[config.mk]
export PLATFORM = sky130hd
export DESIGN_NAME = binary_encoding_line_classifier
export DESIGN_NICKNAME = d
export VERILOG_FILES = /design/src/rtl/blc_pkg.sv /design/src/rtl/binary_encoding_line_classifier.sv /design/src/rtl/blc_multi_hdr.sv /design/src/rtl/blc_lin_match.sv
export SDC_FILE = /design/constraint.sdc
export NUM_CORES = 1
export LEC_CHECK = 0
export ABC_CLOCK_PERIOD_IN_PS = 7500
export BUFFER_PORTS_ARGS = -buffer_cell sky130_fd_sc_hd__buf_2
export CAP_MARGIN = 30
export CORE_MARGIN = 5
export CORE_UTILIZATION = 56
export CTS_CLUSTER_SIZE = 25
export DETAILED_ROUTE_END_ITERATION = 12
export GPL_TIMING_DRIVEN = 0
export HOLD_SLACK_MARGIN = 0.12
export PLACE_DENSITY = 0.77
export RECOVER_POWER = 50
export SYNTH_ARGS = -nofsm -noshare
export SYNTH_HDL_FRONTEND = slang
export SYNTH_SLANG_ARGS = --single-unit
[constraint.sdc]
create_clock -name clk -period 7.5 [get_ports clk]
set_input_delay 0.375 -clock clk [delete_from_list [all_inputs] [get_ports clk]]
set_output_delay 0.375 -clock clk [all_outputs]
set_load 0.005 [all_outputs]
[src/rtl/blc_pkg.sv]
`timescale 1ns / 1ps
// Shared types, constants and pattern tables for the line classifier.
// No dependencies; used by every module of the block.
package blc_pkg;

	typedef enum logic [2:0] {
		CLS_UNKNOWN     = 3'd0,
		CLS_YENC_MULTI  = 3'd1,
		CLS_YENC_SINGLE = 3'd2,
		CLS_UU_SINGLE   = 3'd3,
		CLS_UU_MULTI    = 3'd4
	} enc_class_t;

	// Phases of the multipart header matcher
	typedef enum logic [7:0] {
		PH_PREFIX     = 8'b0000_0001,
		PH_NEED_SPACE = 8'b0000_0010,
		PH_SPACES     = 8'b0000_0100,
		PH_KEY        = 8'b0000_1000,
		PH_NEED_DIGIT = 8'b0001_0000,
		PH_DIGITS     = 8'b0010_0000,
		PH_MATCH      = 8'b0100_0000,
		PH_FAIL       = 8'b1000_0000
	} mphase_t;

	// Header keywords, in the order they may appear
	typedef enum logic [2:0] {
		KR_NONE   = 3'd0,
		KR_PART   = 3'd1,
		KR_TOTAL  = 3'd2,
		KR_LINE_A = 3'd3,
		KR_SIZE   = 3'd4,
		KR_LINE_B = 3'd5,
		KR_NAME   = 3'd6
	} key_rank_t;

	typedef struct packed {
		mphase_t   phase;
		logic [2:0] pos;
		key_rank_t rank;
	} multi_st_t;

	typedef struct packed {
		logic [4:0] single_st;
		logic [3:0] begin_st;
	} lin_st_t;

	typedef enum logic [1:0] {
		TK_CHAR   = 2'd0,
		TK_SPACES = 2'd1,
		TK_DIGITS = 2'd2,
		TK_DIGIT  = 2'd3
	} tok_kind_t;

	typedef struct packed {
		tok_kind_t  kind;
		logic [7:0] ch;
	} tok_t;

	localparam logic [7:0] CH_SPACE = 8'h20;
	localparam logic [7:0] CH_UPPER_M = 8'h4D;

	localparam int unsigned SINGLE_N = 27;
	localparam int unsigned BEGIN_N = 10;
	localparam logic [4:0] SINGLE_LEN = 5'(SINGLE_N);
	localparam logic [3:0] BEGIN_LEN = 4'(BEGIN_N);
	localparam logic [4:0] LIN_FAIL = 5'd31;
	localparam logic [6:0] LEN_SAT = 7'd127;
	localparam logic [6:0] UU_LEN_LO = 7'd61;
	localparam logic [6:0] UU_LEN_HI = 7'd63;
	localparam logic [2:0] PREFIX_LAST = 3'd6;

	// '_' one or more spaces, '#' one or more digits, 'd' exactly one digit
	localparam logic [8*SINGLE_N-1:0] SINGLE_PAT = "=ybegin_line=#_size=#_name=";
	localparam logic [8*BEGIN_N-1:0] BEGIN_PAT = "begin_ddd_";
	localparam logic [55:0] YB_PREFIX = "=ybegin";

	function automatic logic is_digit(input logic [7:0] c);
		return (c >= "0") && (c <= "9");
	endfunction

	function automatic logic [7:0] fold(input logic [7:0] c);
		return ((c >= "A") && (c <= "Z")) ? c + 8'd32 : c;
	endfunction

	function automatic tok_t to_tok(input logic [7:0] ch);
		tok_t t;
		t.ch = ch;
		case (ch)
			"_": t.kind = TK_SPACES;
			"#": t.kind = TK_DIGITS;
			"d": t.kind = TK_DIGIT;
			default: t.kind = TK_CHAR;
		endcase
		return t;
	endfunction

	function automatic tok_t single_tok(input logic [4:0] i);
		logic [7:0] ch;
		ch = 8'h00;
		if (i < SINGLE_LEN)
			ch = SINGLE_PAT[8*(SINGLE_N-1-int'(i)) +: 8];
		return to_tok(ch);
	endfunction

	function automatic tok_t begin_tok(input logic [3:0] i);
		logic [7:0] ch;
		ch = 8'h00;
		if (i < BEGIN_LEN)
			ch = BEGIN_PAT[8*(BEGIN_N-1-int'(i)) +: 8];
		return to_tok(ch);
	endfunction

	function automatic logic tok_ok(input tok_t t, input logic [7:0] c);
		logic ok;
		case (t.kind)
			TK_SPACES: ok = (c == CH_SPACE);
			TK_DIGITS, TK_DIGIT: ok = is_digit(c);
			default: ok = (c == t.ch);
		endcase
		return ok;
	endfunction

	// One step of a linear pattern matcher
	function automatic logic [4:0] lin_step(input logic [4:0] s, input logic [4:0] len,
			input tok_t cur, input tok_t prev, input tok_t first, input logic anchored,
			input logic [7:0] c);
		logic [4:0] n;
		if (s == len)
			n = s;
		else if (s > len)
			n = LIN_FAIL;
		else if ((s != 5'd0) && (((prev.kind == TK_SPACES) && (c == CH_SPACE)) ||
				((prev.kind == TK_DIGITS) && is_digit(c))))
			n = s;
		else if (tok_ok(cur, c))
			n = s + 5'd1;
		else if (anchored)
			n = LIN_FAIL;
		else
			n = tok_ok(first, c) ? 5'd1 : 5'd0;
		return n;
	endfunction

	function automatic logic [7:0] prefix_char(input logic [2:0] i);
		logic [7:0] ch;
		ch = 8'h00;
		if (i <= PREFIX_LAST)
			ch = YB_PREFIX[8*(6-int'(i)) +: 8];
		return ch;
	endfunction

	function automatic logic [2:0] key_len(input key_rank_t r);
		logic [2:0] n;
		case (r)
			KR_PART, KR_LINE_A, KR_SIZE, KR_LINE_B, KR_NAME: n = 3'd5;
			KR_TOTAL: n = 3'd6;
			default: n = 3'd0;
		endcase
		return n;
	endfunction

	function automatic logic [7:0] key_char(input key_rank_t r, input logic [2:0] p);
		logic [47:0] txt;
		logic [7:0] ch;
		case (r)
			KR_PART: txt = {"part=", 8'h00};
			KR_TOTAL: txt = "total=";
			KR_LINE_A, KR_LINE_B: txt = {"line=", 8'h00};
			KR_SIZE: txt = {"size=", 8'h00};
			KR_NAME: txt = {"name=", 8'h00};
			default: txt = '0;
		endcase
		ch = 8'h00;
		if (p <= 3'd5)
			ch = txt[8*(5-int'(p)) +: 8];
		return ch;
	endfunction

	// Rank reached by a keyword's first letter; a "line" takes the earlier slot if it can
	function automatic key_rank_t key_start(input logic [7:0] c, input key_rank_t r);
		key_rank_t n;
		n = KR_NONE;
		if (r == KR_NONE) begin
			if (c == "p")
				n = KR_PART;
		end else begin
			case (c)
				"t": n = (r == KR_PART) ? KR_TOTAL : KR_NONE;
				"l": n = (r <= KR_TOTAL) ? KR_LINE_A : ((r <= KR_SIZE) ? KR_LINE_B : KR_NONE);
				"s": n = (r <= KR_LINE_A) ? KR_SIZE : KR_NONE;
				"n": n = KR_NAME;
				default: n = KR_NONE;
			endcase
		end
		return n;
	endfunction

endpackage

[src/rtl/binary_encoding_line_classifier.sv]
`timescale 1ns / 1ps
// Binary news encoding line classifier, top level.
// Uses blc_pkg, blc_multi_hdr and blc_lin_match.
//
// Input channel (item_valid / item_stall): one byte of a text line per item
// in char_byte, qualified by byte_present; line_end marks the last item of a
// line. An item with line_end and no byte ends the line without adding to it,
// so a line made only of such an item is empty and classifies as unknown.
// Output channel (result_valid / result_stall): one encoding_class per line,
// given for the item that carries line_end: 0 unknown, 1 yEnc multipart,
// 2 yEnc single part, 3 uuencode single, 4 uuencode multipart body.
// Throughput is one item per cycle unless a line-end item is held: the
// accepted item sits in an input register and the three matchers advance
// in small logic into the state and result registers. A line-end item
// passes from the input register to the result register as its class.
// When the result is stalled, items without line_end keep flowing; a further
// line-end item waits in the input register and then item_stall rises.
// Reset clears both channels and returns every matcher to start of line;
// every line end does the same for the matchers.
module binary_encoding_line_classifier (
	input  logic       clk,
	input  logic       arst_n,
	input  logic       item_valid,
	output logic       item_stall,
	input  logic [7:0] char_byte,
	input  logic       byte_present,
	input  logic       line_end,
	output logic       result_valid,
	input  logic       result_stall,
	output logic [2:0] encoding_class
);
	import blc_pkg::*;

	localparam multi_st_t MULTI_START = '{phase: PH_PREFIX, pos: 3'd0, rank: KR_NONE};
	localparam lin_st_t LIN_START = '{single_st: 5'd0, begin_st: 4'd0};

	logic       valid_s1;
	logic [7:0] byte_s1;
	logic       present_s1;
	logic       last_s1;

	multi_st_t  multi_q, multi_nxt, multi_upd;
	lin_st_t    lin_q, lin_nxt, lin_upd;
	logic       first_m_q, first_m_upd;
	logic [6:0] len_q, len_upd;

	logic       result_valid_q;
	enc_class_t class_q, cls;

	logic       fire_s1;
	logic       accept;
	logic [7:0] folded;

	assign folded = fold(byte_s1);

	// a line-end item moves on only when the result register can take its class
	assign fire_s1 = valid_s1 && (!last_s1 || !result_valid_q || !result_stall);
	assign item_stall = valid_s1 && !fire_s1;
	assign accept = item_valid && !item_stall;

	blc_multi_hdr u_multi (
		.cur (multi_q),
		.c   (folded),
		.nxt (multi_nxt)
	);

	blc_lin_match u_lin (
		.cur (lin_q),
		.c   (folded),
		.nxt (lin_nxt)
	);

	always_comb begin
		multi_upd = multi_q;
		lin_upd = lin_q;
		first_m_upd = first_m_q;
		len_upd = len_q;
		if (present_s1) begin
			multi_upd = multi_nxt;
			lin_upd = lin_nxt;
			if (len_q == 7'd0)
				first_m_upd = (byte_s1 == CH_UPPER_M);
			if (len_q != LEN_SAT)
				len_upd = len_q + 7'd1;
		end
	end

	always_comb begin
		if (len_upd == 7'd0)
			cls = CLS_UNKNOWN;
		else if (multi_upd.phase == PH_MATCH)
			cls = CLS_YENC_MULTI;
		else if (lin_upd.single_st == SINGLE_LEN)
			cls = CLS_YENC_SINGLE;
		else if (lin_upd.begin_st == BEGIN_LEN)
			cls = CLS_UU_SINGLE;
		else if (first_m_upd && (len_upd inside {[UU_LEN_LO:UU_LEN_HI]}))
			cls = CLS_UU_MULTI;
		else
			cls = CLS_UNKNOWN;
	end

	always_ff @(posedge clk or negedge arst_n) begin
		if (!arst_n) begin
			valid_s1 <= 1'b0;
		end else if (accept) begin
			valid_s1 <= 1'b1;
		end else if (fire_s1) begin
			valid_s1 <= 1'b0;
		end
	end

	always_ff @(posedge clk) begin
		if (accept) begin
			byte_s1 <= char_byte;
			present_s1 <= byte_present;
			last_s1 <= line_end;
		end
	end

	always_ff @(posedge clk or negedge arst_n) begin
		if (!arst_n) begin
			multi_q <= MULTI_START;
			lin_q <= LIN_START;
			first_m_q <= 1'b0;
			len_q <= 7'd0;
		end else if (fire_s1) begin
			if (last_s1) begin
				multi_q <= MULTI_START;
				lin_q <= LIN_START;
				first_m_q <= 1'b0;
				len_q <= 7'd0;
			end else begin
				multi_q <= multi_upd;
				lin_q <= lin_upd;
				first_m_q <= first_m_upd;
				len_q <= len_upd;
			end
		end
	end

	always_ff @(posedge clk or negedge arst_n) begin
		if (!arst_n) begin
			result_valid_q <= 1'b0;
		end else if (fire_s1 && last_s1) begin
			result_valid_q <= 1'b1;
		end else if (!result_stall) begin
			result_valid_q <= 1'b0;
		end
	end

	always_ff @(posedge clk) begin
		if (fire_s1 && last_s1)
			class_q <= cls;
	end

	assign result_valid = result_valid_q;
	assign encoding_class = class_q;

	a_class_range: assert property (@(posedge clk) disable iff (!arst_n)
		result_valid_q |-> (class_q <= CLS_UU_MULTI))
		else $error("class code out of range");

	a_line_restart: assert property (@(posedge clk) disable iff (!arst_n)
		(fire_s1 && last_s1) |=> ((multi_q.phase == PH_PREFIX) && (len_q == 7'd0) &&
			(lin_q.single_st == 5'd0) && (lin_q.begin_st == 4'd0)))
		else $error("matchers not back at start of line after line end");

	a_rank_at_start: assert property (@(posedge clk) disable iff (!arst_n)
		(multi_q.phase == PH_PREFIX) |-> (multi_q.rank == KR_NONE))
		else $error("keyword rank set before the header prefix completed");

	a_stall_needs_item: assert property (@(posedge clk) disable iff (!arst_n)
		item_stall |-> (valid_s1 && last_s1 && result_valid_q))
		else $error("input stalled without a blocked line-end item");

endmodule

[src/rtl/blc_multi_hdr.sv]
`timescale 1ns / 1ps
// Next-state logic of the anchored yEnc multipart header matcher.
// Depends on blc_pkg.
module blc_multi_hdr (
	input  blc_pkg::multi_st_t cur,
	input  logic [7:0]         c,
	output blc_pkg::multi_st_t nxt
);
	import blc_pkg::*;

	key_rank_t nr;
	logic [2:0] klen;

	always_comb begin
		nxt = cur;
		nr = key_start(c, cur.rank);
		klen = key_len(cur.rank);
		case (cur.phase)
			PH_PREFIX: begin
				if (c != prefix_char(cur.pos)) begin
					nxt.phase = PH_FAIL;
				end else if (cur.pos == PREFIX_LAST) begin
					nxt.phase = PH_NEED_SPACE;
					nxt.pos = 3'd0;
				end else begin
					nxt.pos = cur.pos + 3'd1;
				end
			end
			PH_NEED_SPACE: begin
				nxt.phase = (c == CH_SPACE) ? PH_SPACES : PH_FAIL;
			end
			PH_SPACES: begin
				if (c != CH_SPACE) begin
					if (nr == KR_NONE) begin
						nxt.phase = PH_FAIL;
					end else begin
						nxt.rank = nr;
						nxt.phase = PH_KEY;
						nxt.pos = 3'd1;
					end
				end
			end
			PH_KEY: begin
				if ((cur.rank == KR_NONE) || (cur.pos >= klen) ||
						(c != key_char(cur.rank, cur.pos))) begin
					nxt.phase = PH_FAIL;
				end else if (cur.pos + 3'd1 == klen) begin
					nxt.phase = (cur.rank == KR_NAME) ? PH_MATCH : PH_NEED_DIGIT;
				end else begin
					nxt.pos = cur.pos + 3'd1;
				end
			end
			PH_NEED_DIGIT: begin
				nxt.phase = is_digit(c) ? PH_DIGITS : PH_FAIL;
			end
			PH_DIGITS: begin
				if (c == CH_SPACE)
					nxt.phase = PH_SPACES;
				else if (!is_digit(c))
					nxt.phase = PH_FAIL;
			end
			PH_MATCH: begin
				nxt.phase = PH_MATCH;
			end
			default: begin
				nxt.phase = PH_FAIL;
			end
		endcase
	end

endmodule

[src/rtl/blc_lin_match.sv]
`timescale 1ns / 1ps
// Next-state logic of the single-part header matcher (anchored) and the
// uuencode "begin" search (anywhere in the line). Depends on blc_pkg.
module blc_lin_match (
	input  blc_pkg::lin_st_t cur,
	input  logic [7:0]       c,
	output blc_pkg::lin_st_t nxt
);
	import blc_pkg::*;

	logic [4:0] beg_next;

	always_comb begin
		nxt.single_st = lin_step(cur.single_st, SINGLE_LEN, single_tok(cur.single_st),
			single_tok(cur.single_st - 5'd1), single_tok(5'd0), 1'b1, c);
		beg_next = lin_step({1'b0, cur.begin_st}, {1'b0, BEGIN_LEN},
			begin_tok(cur.begin_st), begin_tok(cur.begin_st - 4'd1), begin_tok(4'd0),
			1'b0, c);
		// the search never fails, so its state stays within the pattern length
		nxt.begin_st = beg_next[3:0];
	end

endmodule
==> impl_summary.md <==
Die
The floorplan row count is 39. The overall die area is approximately 14,000 um^2. During I/O placement, the number of pins put on the boundary was 19. From left edge to right edge, the die measures 117 um. The total area inside the core boundary comes to between 10,000 and 15,000 um^2.

For this configuration, the core starts out at a cell density of 56.8%. The die outline height is approximately 120 um.

Logic synthesis
By area the synthesized netlist is led by dfrtp_1 12%, edfxtp_1 6.0%, nand2_1 5.0%. Summing the areas of all xor and xnor instances in the mapped netlist gives under 10% of the synthesized area. After technology mapping, the gate count stands at between 800 and 900. In the synthesized netlist the async set-or-reset flop fraction comes to between 70 and 80%. The top cell type's share of synthesized area is between 10% and 20%. Ranked by instance count, the synthesized netlist is headed by 86 x nand2_1, 65 x nor2_1, 60 x a21oi_1. The synthesized flop and latch total is 46. The number of enable flip-flop cells after synthesis is 13. Synthesis produced a netlist with a net count of a little over 900. During synthesis, Yosys emitted a total of 0 warnings. The most used standard cell by instance count after synthesis is nand2_1. The post-synthesis compound-gate area fraction is about a third. After synthesis, flip-flops and latches occupy 18.9% of the total area.

Multiplexer cells account for roughly 2.5% of the synthesized area. The arithmetic-cell share of the synthesized area counting full adders, half adders and majority gates is 4.46%. Yosys mapped the design onto 98 distinct sky130hd cell types.

In the synthesized netlist the dominant register cell turns out to be dfrtp_1. The mean post-synth cell area is around 7.4 um^2. Of the total synthesized cell area, the portion taken by AND, OR, NAND and NOR gates is 26.6%.

The largest area contributor in the synthesized netlist is dfrtp_1. The post-synthesis cell area is between 6000 and 7000 um^2. The main combinational cell family by area after synthesis is compound AO/OA/AOI/OAI gates.

Run status
The final reports fail on capacitance limit, slew limit. The run finished, with violations left.

Route
The routed length per placed instance is ~20 um. The count of nets left with antenna violations once routing finished came out at 0. The detailed router finished its first iteration with ~1,100 violations. The via density per instance is just under 7.

The count of vias placed by the detailed router is 7,222. The final layout contains routed wiring with a total length of 20,800 um. After detailed routing, the number of remaining DRC violations is 0. The number of iterations in the first detailed-routing pass is 6.

Clock network
The clock-pin slew on the worst setup and hold paths is 70 ps. Clock latency on the worst-skew pair, taken at its later pin, is around 300 ps. The clock sink count is 46. In this run the clock root is driven by a clkbuf_16. The hold buffer count at cts is 0. The maximum buffer depth of the clock tree is 2. TritonCTS built the clock tree. CTS built an H-tree with a depth of 2. The buffer count from post-CTS setup fixing is 0. Gates resized during post-CTS repair numbered 0.

Counting the buffers created by CTS gives 5.

Critical path
The worst register-to-register path ends at encoding_class[1]. The largest fanout on the critical path is 11. The data arrival time of the worst path is around 5000 ps. In this run the number of cells on the critical path is 14. For this run, the slowest stage of the critical path takes about 520 ps. Traced cell by cell, the critical path runs through inv_1 -> clkbuf_1 -> ha_1 -> buf_2 -> inv_1 -> clkbuf_1 -> nor2_1 -> a2111oi_0 -> a311oi_1 -> xnor2_1 -> a41oi_1 -> o21ai_0 -> a211o_1 -> a221oi_1. The family with the most delay on the worst path is compound AO/OA/AOI/OAI gates. The beginning of the critical path is lin_q[4]. By startpoint and endpoint, the worst setup path is classified as flip-flop to flip-flop. The endpoint kind of the worst setup timing path is a flip-flop. The type of element launching the critical path is a flip-flop. The worst register-to-register path has a depth of 14. The worst register-to-register path begins at lin_q[4].

The slowest cell on the critical path is clkbuf_1. The number of buffer and inverter instances along the worst setup path is 5. The required time of the critical path is between 7000 and 8000 ps. The capturing element of the worst setup path is encoding_class[1]. Across all register-to-register paths, the minimum setup slack is around 2600 ps.

GRT
The number of antenna violations at the first check in global routing is 0. Global routing used 28.6% of the available tracks. The largest net degree at the start of global routing is 34. Summed over all layers, the global routing overflow is 0. The global-route wire length before repair is 33,400 um. The via count of the first global-routing pass is about 6,600.

Power and ir drop
The internal power of the cells totals 0.991 mW. VDD sags by at most 0.317 mV. In this run the power density over the cells is approximately 310 nW/um^2. The share of total power consumed by net switching is between 50% and 60%. Registers are responsible for between 15 and 20% of the overall power. The clock share of power is approximately 11%. The net switching power of the design is 1.12 mW.

In this run the static leakage power is approximately 2.6 nW. The portion of total power attributed to combinational logic is between 70% and 80%.

Layout
The area used by multi-input combinational logic is roughly 4700 um^2. The final-stage net count is 930. The relative area change from synthesis to final layout is 6.34%.

The count of placed standard cells in the final layout, fillers left out is 1,037. The filler cell count in the final layout is approximately 1,000. 0 antenna diodes ended up in the layout. Summing all flip-flop and latch instances after layout gives ~1200 um^2. Of the cells placed in the final design, the portion with a size suffix greater than 1 is under 10%.

Timing
The worst setup skew after layout is 9.53 ps. The post-route minimum period is 4900 ps. Setup violations remaining at the end of the flow were counted as 0. The sum of negative setup slack is 0 ps. The number of failing hold endpoints at the final stage is 0. For this run, the top clock speed supported by timing is between 200 and 250 MHz.

The post-route fraction of the period consumed by the critical path is about 65%. The number of pins exceeding their max-slew limit in the final report is 34. The relative max-transition margin is -32.0%. At the pin with the least slew margin, the transition time is about 2000 ps. Setup repair after global routing left no endpoint under its margin.

Worst hold path
The worst min-delay path class is primary input to flip-flop.

Placed design
The last weighted congestion value of the routability-driven placer is ~1.0. The detailed-placement wirelength estimate is between 15,000 and 20,000 um. The count of buffers added on input and output ports is 18.

In this run, placement finished with an instance count of 1,029.

Job
Across the run, the number of max-cap violations was 1.
-- worst register-to-register path, delay by kind of cell, from the launching register on --
| kind | cells | cell delay [ps] |
|---|---|---|
| adders and majority gates | 1 | 340 |
| AOI/OAI and AO/OA | 6 | 1880 |
| and+or+nand+nor | 1 | 170 |
| xor gates and xnor gates | 1 | 180 |
| DFF | 1 | 480 |
| buffers and inverters | 5 | 1630 |
-- routing by layer --
layer / track usage (%) / vias to the layer above / share of wire [%]
met3: 5.49 / 77 / 11
li1: - / 3316 / -
met4: 10.7 / 0 / 3.6
met5: 0 / - / 0
met2: 44.4 / 500 / 44
met1: 39.4 / 3329 / 42
-- power groups by stage --
stage               clock, mW  sequential, mW  combinational (mW)
finish                  0.230           0.323                1.56
global route            0.243           0.326                1.67
CTS                     0.231           0.320                1.50
detailed placement          0           0.325                1.49
global placement            0           0.325                1.49
floorplan                   0           0.314                1.16
-- layout by cell type, fill, tap and decap left out, drive strengths merged, types with 10 or more instances in the layout --
cell type and count:
nor4 11, o31ai 15, o22ai 14, ha 23, nand2 86, clkbuf 48
a21oi 63, and3 14, edfxtp 13, a211oi 11, buf 50, xnor2 34
nand3 18, dfrtp 32, inv 32, nor2 65, nand2b 16, nor2b 17
o21ai 67, nor3 27, a221oi 10
-- layout make-up --
type                    count  area share (%)
plain buffers              74            5.31
clock buffers               6            1.88
clock inverters             2           0.201
inverters                  33            1.80
multi-input cells         715            69.2
flip-flops and latches     46            17.7
well taps                 143            2.61
repair buffers             18            1.28
-- worst min-delay path by stage --
stage / from / endpoint / slack, ps / depth (start not counted)
CTS: arst_n / multi_q[3] / 200 / 1
floorplan: arst_n / first_m_q / 80 / 0
finish: char_byte[0] / byte_s1[0] / 250 / 1
detailed placement: first_m_q / first_m_q / 480 / 2
global route: char_byte[0] / byte_s1[0] / 240 / 1
global placement: first_m_q / first_m_q / 460 / 2
-- per-stage QoR --
stage / hold WS [ps] / utilization (%) / total power, mW / worst slack (ps) / instance area [um^2]
3_5_place_dp: 484 / 59.1 / 1.81 / 2850 / 6720
2_1_floorplan: 79.4 / - / 1.47 / 3700 / 6450
4_1_cts: 197 / 60.4 / 2.05 / 2820 / 6870
5_1_grt: 242 / 60.4 / 2.24 / 2440 / 6860
3_3_place_gp: 463 / 59.1 / 1.82 / 2790 / 6720
6_report: 249 / 60.4 / 2.11 / 2600 / 6860
-- registers in the layout, indices dropped and copies added, names as in the netlist --
register        cells
encoding_class      3
present_s1          1
last_s1             1
valid_s1            1
multi_q            14
lin_q               9
first_m_q           1
result_valid        1
byte_s1             8
len_q               7
-- kinds of logic after synthesis --
family                     count (synthesis)
adders and majority gates                 23
DFF                                       46
buffers and inverters                    107
muxes                                     15
xor gates and xnor gates                  43
AOI/OAI and AO/OA                        310
and+or+nand+nor                          324
Power figures use the tool's default switching activity.
